File: config.mk
export PLATFORM = sky130hd
export DESIGN_NAME = stbs_ctrl
export DESIGN_NICKNAME = d
export VERILOG_FILES = /design/src/rtl/stbs_pkg.sv /design/src/rtl/stbs_ctrl.sv
export SDC_FILE = /design/constraint.sdc
export NUM_CORES = 1
export LEC_CHECK = 0
export ABC_AREA = 1
export ABC_CLOCK_PERIOD_IN_PS = 800
export BUFFER_PORTS_ARGS = -buffer_cell sky130_fd_sc_hd__buf_2
export CAP_MARGIN = 30
export CELL_PAD_IN_SITES_DETAIL_PLACEMENT = 0
export CELL_PAD_IN_SITES_GLOBAL_PLACEMENT = 1
export CORE_AREA = 2 2 39 41
export CTS_CLUSTER_SIZE = 12
export DETAILED_ROUTE_END_ITERATION = 16
export DIE_AREA = 0 0 41 43
export HOLD_SLACK_MARGIN = 0.08
export PLACE_DENSITY_LB_ADDON = 0.1
export SLEW_MARGIN = 20
export SYNTH_ARGS = -nofsm -noshare
export SYNTH_HDL_FRONTEND = slang
export SYNTH_SLANG_ARGS = --single-unit
File: constraint.sdc
create_clock -name clk -period 0.8 [get_ports clk]
set_input_delay 0 -clock clk [delete_from_list [all_inputs] [get_ports clk]]
set_output_delay 0 -clock clk [all_outputs]
set_load 0.05 [all_outputs]
File: src/rtl/stbs_pkg.sv
// Shared types and constants for the sorted-table binary search block.
package stbs_pkg;

    localparam int IDX_W   = 10;  // entry_index and match_index width
    localparam int VAL_W   = 32;  // table entry and key width
    localparam int CNT_W   = 6;   // comparison_count width
    localparam int NUM_W   = 11;  // entries_in_use width, also search bounds
    localparam int PADDR_W = 3;
    localparam int PDATA_W = 32;

    localparam logic       REQ_LOAD   = 1'b0;
    localparam logic       REQ_SEARCH = 1'b1;
    localparam logic [0:0] REG_ENTRIES_IN_USE = 1'b0;

    // Comparisons charged when a probe ends on the equality test, the bound
    // test, or runs through the order test.
    localparam logic [CNT_W-1:0] CNT_EQ    = CNT_W'(1);
    localparam logic [CNT_W-1:0] CNT_BOUND = CNT_W'(2);
    localparam logic [CNT_W-1:0] CNT_ORDER = CNT_W'(3);

    typedef struct packed {
        logic load;    // write the request's entry into the table
        logic start;   // capture key, open the range
        logic rd;      // read the middle entry
        logic step;    // narrow the range after a probe
        logic finish;  // write the result into the output register
    } dp_cmd_t;

    typedef struct packed {
        logic eq;      // middle entry equals key
        logic last;    // range holds one entry
        logic empty;   // no entries in use
    } dp_sts_t;

endpackage

File: src/rtl/stbs_ctrl.sv
// Search sequencer: accepts items, steps probes, hands results to the output register.
module stbs_ctrl
    import stbs_pkg::*;
(
    input  logic    clk,
    input  logic    rst_n,
    input  logic    req_valid,
    input  logic    req_type,
    output logic    req_ready,
    output logic    rsp_valid,
    input  logic    rsp_ready,
    input  dp_sts_t sts,
    output dp_cmd_t cmd
);

    localparam logic [1:0] S_IDLE  = 2'd0;
    localparam logic [1:0] S_READ  = 2'd1;
    localparam logic [1:0] S_CMP   = 2'd2;
    localparam logic [1:0] S_EMPTY = 2'd3;

    logic [1:0] state_reg, state_next;
    logic       rsp_valid_reg, rsp_valid_next;
    logic       accept;
    logic       out_free;

    assign req_ready = (state_reg == S_IDLE);
    assign rsp_valid = rsp_valid_reg;
    assign accept    = req_valid && req_ready;
    assign out_free  = !rsp_valid_reg || rsp_ready;

    always_comb
    begin
        state_next = state_reg;
        cmd        = '0;
        case (state_reg)
            S_IDLE:
            begin
                if (accept)
                begin
                    if (req_type == REQ_SEARCH)
                    begin
                        cmd.start  = 1'b1;
                        state_next = sts.empty ? S_EMPTY : S_READ;
                    end
                    else
                    begin
                        cmd.load = 1'b1;
                    end
                end
            end
            S_READ:
            begin
                cmd.rd     = 1'b1;
                state_next = S_CMP;
            end
            S_CMP:
            begin
                if (sts.eq || sts.last)
                begin
                    // hold the probe until the output register is free
                    if (out_free)
                    begin
                        cmd.finish = 1'b1;
                        state_next = S_IDLE;
                    end
                end
                else
                begin
                    cmd.step   = 1'b1;
                    state_next = S_READ;
                end
            end
            S_EMPTY:
            begin
                if (out_free)
                begin
                    cmd.finish = 1'b1;
                    state_next = S_IDLE;
                end
            end
            default:
            begin
                state_next = S_IDLE;
            end
        endcase
    end

    always_comb
    begin
        rsp_valid_next = rsp_valid_reg;
        if (cmd.finish)
            rsp_valid_next = 1'b1;
        else if (rsp_ready)
            rsp_valid_next = 1'b0;
    end

    always_ff @(posedge clk or negedge rst_n)
    begin
        if (!rst_n)
        begin
            state_reg     <= S_IDLE;
            rsp_valid_reg <= 1'b0;
        end
        else
        begin
            state_reg     <= state_next;
            rsp_valid_reg <= rsp_valid_next;
        end
    end

endmodule

==> results.toml, run 1 <==
[outcome]
outcome = "finished, violations left"
violations = "negative setup slack"

[detailed_routing]
drt_wl_total_um = 714
wl_per_cell_um = 9.038
drc = 0
viasPerCell = 3.696
dr.pass1.iters = 2
dr_total_vias = 292
first_iter_violations = 4
ant_nets = 0

[hold_path]
min_path_type = "input port to flop"
hold_depth = 4
holdPathEnd = "rsp_valid"
min-delay-start = "rsp_ready"

[synthesis]
synth_seq_cells = 3
post_synth.cell_area_avg_um2 = 7.132
synth_common_cells = "6 x inv_1, 5 x nor2_1, 3 x dfrtp_1, 3 x nand2_1"
yosysUniqueCellTypes = 13
synthTopCellsByArea = "dfrtp_1 35%, inv_1 11%, nor2_1 8.8%, a21oi_2 8.2%, nand2_1 5.3%"
synth_cells = 30
yosysSeqAreaShare = 0.3509
ys.flop_type = "dfrtp_1"
ys.warnings.count = 0
synth_top_area_frac = 0.3509
synth-edff-count = 0
async_flop_share = 1.000
syn_area_um2 = 214.0
synth_fp_nets = 38
synth_most_common_cell = "inv_1"
yosys.area.top_type = "dfrtp_1"

[grt]
busiest_layer = "met2"
grt_use_met3 = 0.07853
grt_pass1_wl_um = 1200
track_usage = 0.1069
antenna_found_initial = 0
grt_overflow = 0
met2_usage = 0.1688
grt_max_degree = 5
grt_use_met1 = 0.1107
grt_pass1_vias = 314

[place]
place_inst = 65
placed_area_um2 = 372.9
numPortBuffers = 14
gp_congestion = 0.7227
place_ws_ps = -218.9
place_hpwl_um = 520.5

[die]
coreArea_um2 = 1384
start_util = 0.1546
fp.dieW_um = 41
io_pins = 15
die_h_um = 43
rows = 14
dieArea_um2 = 1763

[pwr]
vdd_ir_drop_max_mv = 1.537
leakagePower_nw = 0.2951
power_density_nw_per_um2 = 4392

[clock_tree]
cts-buffers-inserted = 3
clk_latency_ps = 230
htreeDepth = 1
hold_buffers = 2
numClockSinks = 3
root_buffer = "clkbuf_4"
clock_path_buffers = 2
cts.clk_slew.worst_paths_ps = 40
cts_tree = "yes"

[worst_setup_path]
required_ps = 800
critical_path_class = "flop to output pin"
path_max_fanout = 3
r2r-end = "state_reg[1]"
r2r_slack_ps = -390
ff2ff_path_depth = 6
critPathMaxStageDelay_ps = 420
timing.rr.start = "state_reg[0]"
startpoint_type = "flop"
crit_arrival_ps = 1190
cp_cell_sequence = "nor2_4 > inv_4 > nor3_4 > buf_6"
crit_path_top_delay_cell = "dfrtp_2"
end_kind = "output pin"

[timing]
finalHoldViolations = 0
min_period_ps = 1191
clock.fmax_mhz = 839.4
slew_viol_final = 0
tightest_slew_ps = 200.3
setup_viol_count_final = 10
finalWorstSetupSlack_ps = -391.3
fin_skew_ps = 0.8520
fin_crit_sh = 1.489
relSlewSlack = 0.8663
rsz0062_at_grt = "true"

[job]
drv_cap = 0

[final_layout]
area_growth_pct = 179.5
seq_area_um2 = 78.83
multi_input_area_um2 = 167.7
diodes = 0
finalInstanceArea_um2 = 598.1
layout-drive-gt1-share = 0.8095
layout.cells.non_filler = 79
largest_reg_flops = 2
nFillCells = 150
nets = 72
layout make-up:
| class | count | share of cell area |
|---|---|---|
| inverters | 8 | 0.06695 |
| multi-input cells | 18 | 0.2803 |
| repair buffers | 30 | 0.4435 |
| clock buffers | 4 | 0.04393 |
| well taps | 16 | 0.03347 |
| flip-flops and latches | 3 | 0.1318 |
logic make-up after synthesis:
kind of cell           synth area share
AO/OA/AOI/OAI                    0.1287
AND/OR/NAND/NOR                  0.3451
buffers and inverters            0.1755
flip-flops                       0.3509
where the power goes:
| group | switching, mW | leakage (nW) | internal, mW |
|---|---|---|---|
| sequential | 0.0917 | 0.0333 | 0.243 |
| combinational | 1.08 | 0.247 | 0.940 |
| clock | 0.0826 | 0.0150 | 0.187 |
| total | 1.26 | 0.295 | 1.37 |
worst max-delay path: cells and delay by family (launching register included):
family / cells / cell delay (ps)
buffers and inverters: 2 / 250
DFF: 1 / 420
and+or+nand+nor: 2 / 290
stage by stage:
step | hold slack [ps] | setup TNS [ps] | power, mW | util
finish | 65.91 | -3392 | 2.627 | 0.4322
global route | 63.85 | -3924 | 2.803 | 0.4322
CTS | 77.67 | -2976 | 2.467 | 0.3996
detailed placement | -201.5 | -1508 | 1.580 | 0.2694
global placement | -201.1 | -1461 | 1.583 | 0.2694
floorplan | -295.6 | -2200 | 1.236 | -
cell usage in the layout, fill, tap and decap left out, types with 2 or more instances in the layout:
| cell | count |
|---|---|
| nand2_2 | 2 |
| buf_6 | 6 |
| dfrtp_2 | 3 |
| dlygate4sd3_1 | 2 |
| nor2_4 | 5 |
| clkbuf_4 | 3 |
| a21oi_2 | 2 |
| buf_8 | 4 |
| inv_4 | 2 |
| buf_4 | 11 |
| inv_1 | 5 |
| nor3_4 | 2 |
| buf_2 | 7 |
worst max path at each step:
stage	from	depth (start not counted)	end
finish	state_reg[0]	4	cmd[3]
global route	state_reg[0]	4	cmd[3]
detailed placement	state_reg[0]	5	cmd[0]
global placement	state_reg[0]	5	cmd[0]
floorplan	state_reg[1]	3	cmd[3]
CTS	state_reg[1]	4	cmd[3]
routing by layer:
layer  share of wire  wire [um]
met1            0.36        257
met2            0.57        407
met3           0.067         48
met4               0          0
met5               0          0
repair_timing:
item                                   CTS  global route
resized for setup                       28            10
endpoints found under the hold margin    6             1
setup buffers                            5             3
gates cloned                             0             0
setup endpoints to repair               10            10
pin swaps                                1             2
Note: power is estimated with default switching activity, not from simulation.
==> run 2, diff against run 1 <==
Settings changed: ABC_AREA 1 to unset, SLEW_MARGIN 20 to unset.
==> results.toml, run 2 <==
[timing]
clock.fmax_mhz = 761.9
setup_viol_count_final = 9
rsz0062_at_grt = "true"
fin_crit_sh = 1.641
finalWorstSetupSlack_ps = -512.5
slew_viol_final = 0
relSlewSlack = 0.8244
fin_skew_ps = 1.927
min_period_ps = 1312
finalHoldViolations = 0
tightest_slew_ps = 262.3

[worst_setup_path]
crit_arrival_ps = 1310
critPathTopFamily = "flip-flops"
path_max_fanout = 3
cp_cell_sequence = "buf_6 > nor4b_4 > buf_6"
startpoint_type = "flop"
crit_top_cell = "buf_6"
timing.rr.start = "state_reg[0]"
r2r_slack_ps = -390
ff2ff_path_depth = 4
required_ps = 800
end_kind = "output pin"
critical_path_class = "flop to output pin"
r2r-end = "state_reg[0]"
crit_path_top_delay_cell = "dfrtp_2"
path_buf_inv = 2
critPathMaxStageDelay_ps = 430

[die]
start_util = 0.1483
fp.dieW_um = 41
rows = 14
dieArea_um2 = 1763
die_h_um = 43
coreArea_um2 = 1384
io_pins = 15

[detailed_routing]
wl_per_cell_um = 11.19
ant_nets = 0
drt_wl_total_um = 705
dr_total_vias = 259
drc = 0
viasPerCell = 4.111
first_iter_violations = 0
dr.pass1.iters = 1

[clock_tree]
numClockSinks = 3
clock_path_buffers = 2
cts-buffers-inserted = 3
clk_latency_ps = 240
htreeDepth = 1
cts.clk_slew.worst_paths_ps = 40
root_buffer = "clkbuf_4"
cts_tree = "yes"

[pwr]
power_density_nw_per_um2 = 3414
leakagePower_nw = 0.2356
vdd_ir_drop_max_mv = 1.956

[final_layout]
layout.cells.non_filler = 63
largest_reg_flops = 2
nets = 56
layout-drive-gt1-share = 0.8298
final_common_cell = "buf_6"
nFillCells = 149
fin_util = 0.3852
mostFrequentLayoutCells = "11 x buf_6, 7 x buf_2, 5 x buf_4"
area_growth_pct = 159.8
diodes = 0

[synthesis]
ys.warnings.count = 0
async_flop_share = 1.000
ys.flop_type = "dfrtp_1"
yosys.area.top_type = "dfrtp_1"
synth_common_cells = "3 x dfrtp_1, 3 x nor2_1"
yosysSeqAreaShare = 0.3659
synth_top_area_frac = 0.3659
syn_area_um2 = 205.2
yosysUniqueCellTypes = 15
synth_seq_cells = 3
synth_cells = 19
synth_fp_nets = 27
post_synth.cell_area_avg_um2 = 10.80
synth-edff-count = 0
synthTopCellsByArea = "dfrtp_1 37%, nor4bb_2 7.9%, nor4b_2 7.3%, o31ai_2 6.1%, buf_6 5.5%"

[hold_path]
holdPathEnd = "rsp_valid"
hold_depth = 3
min-delay-start = "rsp_ready"
min_path_type = "input port to flop"

[outcome]
outcome = "finished, violations left"
violations = "negative setup slack"

[job]
drv_cap = 0

[grt]
grt_max_degree = 9
grt_overflow = 0
track_usage = 0.09447
grt_pass1_wl_um = 1000
grt_pass1_vias = 261
antenna_found_initial = 0

[place]
gp_congestion = 0.6394
numPortBuffers = 14
place_hpwl_um = 443.6
place_inst = 49
run 2: changes by cell type after synthesis, sizes merged, moves of 2 or more:
cell   change
a21oi      -2
o21ai      -2
nor2       -3
nand2      -3
nor4b      +2
nor3       -2
inv        -7
run 2: routing by layer:
layer,track usage,vias up,routed length [um]
li1,-,128,-
met1,0.09355,118,226
met2,0.1281,11,426
met3,0.03141,2,37
met4,0.1200,0,14
met5,0,-,0
run 2: worst max path at each step:
stage / start / endpoint / slack (ps) / depth (start not counted)
floorplan: state_reg[0] / state_reg[0] / -650 / 2
global placement: state_reg[0] / state_reg[1] / -350 / 2
detailed placement: state_reg[1] / cmd[3] / -360 / 2
CTS: state_reg[1] / cmd[3] / -490 / 2
global route: state_reg[0] / cmd[1] / -550 / 3
finish: state_reg[0] / cmd[1] / -510 / 3
run 2: timing repair:
item	in CTS	in global routing
pin swaps	3	4
resized for setup	18	9
buffers inserted	4	4
hold buffers	2	0
hold endpoints to repair	5	0
setup endpoints to repair	10	10
run 2: layout make-up:
type | count | area [um2] | area share
multi-input cells | 13 | 172.7 | 0.3239
repair buffers | 26 | 231.5 | 0.4343
inverters | 1 | 3.754 | 0.007042
clock buffers | 4 | 26.28 | 0.04930
flip-flops and latches | 3 | 78.83 | 0.1479
well taps | 16 | 20.02 | 0.03756
run 2: metrics by stage:
step	hold WS (ps)	TNS [ps]	area, um2	setup slack (ps)	power, mW
after floorplan	-295.6	-2702	247.7	-647.5	0.9306
after global placement	-200.0	-2613	334.1	-348.4	1.074
after detailed placement	-201.5	-2704	334.1	-359.3	1.074
after CTS	62.73	-3605	467.9	-487.0	1.615
after global routing	96.07	-4099	533.0	-549.5	1.916
final	81.46	-3624	533.0	-512.5	1.820
run 2: cell families after synthesis:
| group | share of synthesized area |
|---|---|
| AOI/OAI and AO/OA | 0.1524 |
| DFF | 0.3658 |
| and+or+nand+nor | 0.3720 |
| buffers and inverters | 0.1097 |
run 2: tightest hold or removal path, cell delays in order:
cell and delay (ps):
buf_2 80, nand2b_1 140, nand2_1 60
run 2: power by group:
part	leakage [nW]	internal [mW]	total, mW	switching [mW]
clock network	0.0150	0.187	0.272	0.0843
registers	0.0345	0.217	0.297	0.0797
logic	0.186	0.591	1.25	0.659
==> run 3, diff against run 2 <==
Settings changed: SKIP_CTS_REPAIR_TIMING set to 1.
==> results.toml, run 3 (same netlist as run 2, synthesis figures left out) <==
[outcome]
outcome = "finished, violations left"
violations = "negative setup slack"

[final_layout]
fin_util = 0.3400
mostFrequentLayoutCells = "7 x buf_2, 6 x buf_6, 6 x buf_4"
finalInstanceArea_um2 = 470.5
nets = 52
seq_area_um2 = 78.83
layout-drive-gt1-share = 0.7674
nFillCells = 153
largest_reg_flops = 2
area_growth_pct = 129.3
multi_input_area_um2 = 158.9
layout.cells.non_filler = 59
final_common_cell = "buf_2"
diodes = 0

[place]
numPortBuffers = 14
gp_congestion = 0.6394
placed_area_um2 = 334.1
place_inst = 49
place_hpwl_um = 443.6
place_ws_ps = -359.3

[detailed_routing]
wl_per_cell_um = 10.15
ant_nets = 0
dr.pass1.iters = 1
dr_total_vias = 233
viasPerCell = 3.949
drt_wl_total_um = 599
first_iter_violations = 0
drc = 0

[clock_tree]
root_buffer = "clkbuf_4"
htreeDepth = 1
cts.clk_slew.worst_paths_ps = 40
cts-buffers-inserted = 3
cts_tree = "yes"
numClockSinks = 3
clk_latency_ps = 230
clock_path_buffers = 2

[die]
die_h_um = 43
rows = 14
fp.dieW_um = 41
dieArea_um2 = 1763
io_pins = 15
start_util = 0.1483
coreArea_um2 = 1384

[worst_setup_path]
required_ps = 800
critPathMaxStageDelay_ps = 430
end_kind = "output pin"
path_max_fanout = 4
critical_path_class = "flop to output pin"
startpoint_type = "flop"
r2r_slack_ps = -360
cp-endpoint = "cmd[4]"
cp_cell_sequence = "buf_4 > nor4b_4 > buf_6"
crit_path_top_delay_cell = "dfrtp_2"
timing.rr.start = "state_reg[0]"
r2r-end = "state_reg[1]"
ff2ff_path_depth = 4
crit_arrival_ps = 1270
critical_path.startpoint = "state_reg[0]"

[pwr]
power_density_nw_per_um2 = 3407
leakagePower_nw = 0.2074
vdd_ir_drop_max_mv = 1.917

[timing]
setup_viol_count_final = 9
finalWorstSetupSlack_ps = -474.8
holdWs_ps = 72.57
tightest_slew_ps = 272.6
finalHoldViolations = 0
fin_crit_sh = 1.594
clock.fmax_mhz = 784.4
rsz0062_at_grt = "true"
fin_skew_ps = 0.1243
relSlewSlack = 0.8180
slew_viol_final = 0
min_period_ps = 1275

[grt]
grt_max_degree = 9
track_usage = 0.08342
grt_pass1_wl_um = 876
grt_overflow = 0
grt_pass1_vias = 217
antenna_found_initial = 0

[hold_path]
min_path_type = "input port to flop"

[job]
drv_cap = 0
[run 3: cell types whose count changed in the layout (fill, tap and decap cells not counted)]
cell / before / now
buf_4: 5 / 6
nor2_4: 2 / 1
o221ai_1: 0 / 1
o221ai_2: 1 / 0
nor2_1: 0 / 1
buf_6: 11 / 6
[run 3: worst max-delay path: cells and delay by family, from the launching register on]
kind          cells  cell delay (ps)
flops             1              430
buf+inv           2              350
simple gates      1              260
[run 3: where the power goes]
group / leakage (nW) / internal (mW) / switching, mW
combinational: 0.158 / 0.446 / 0.574
sequential: 0.0345 / 0.217 / 0.0990
clock: 0.0150 / 0.187 / 0.0792
[run 3: layer usage]
metal,wire [um],GRT usage,share of wire
met1,221,0.09032,0.37
met2,340,0.09688,0.57
met5,0,0,0
met4,0,0.1200,0
met3,37,0.03141,0.062
[run 3: cell type report]
type | instances | area share
Timing Repair Buffer | 22 | 0.3883
Inverter | 1 | 0.007979
Multi-Input combinational cell | 13 | 0.3378
Clock buffer | 4 | 0.05585
Tap cell | 16 | 0.04255
Sequential cell | 3 | 0.1676
[run 3: stage by stage]
stage	TNS [ps]	power (mW)
final	-3532	1.603
after global routing	-3939	1.690
after CTS	-4269	1.361
after detailed placement	-2704	1.074
after global placement	-2613	1.074
after floorplan	-2702	0.9306
[run 3: how the worst min path moves through the flow]
stage / startpoint / endpoint / cells past startpoint
2_1_floorplan: rst_n / rsp_valid / 0
3_3_place_gp: rst_n / state_reg[1] / 1
3_5_place_dp: rst_n / state_reg[1] / 1
4_1_cts: rst_n / state_reg[1] / 1
5_1_grt: rsp_ready / rsp_valid / 3
6_report: rsp_ready / rsp_valid / 3
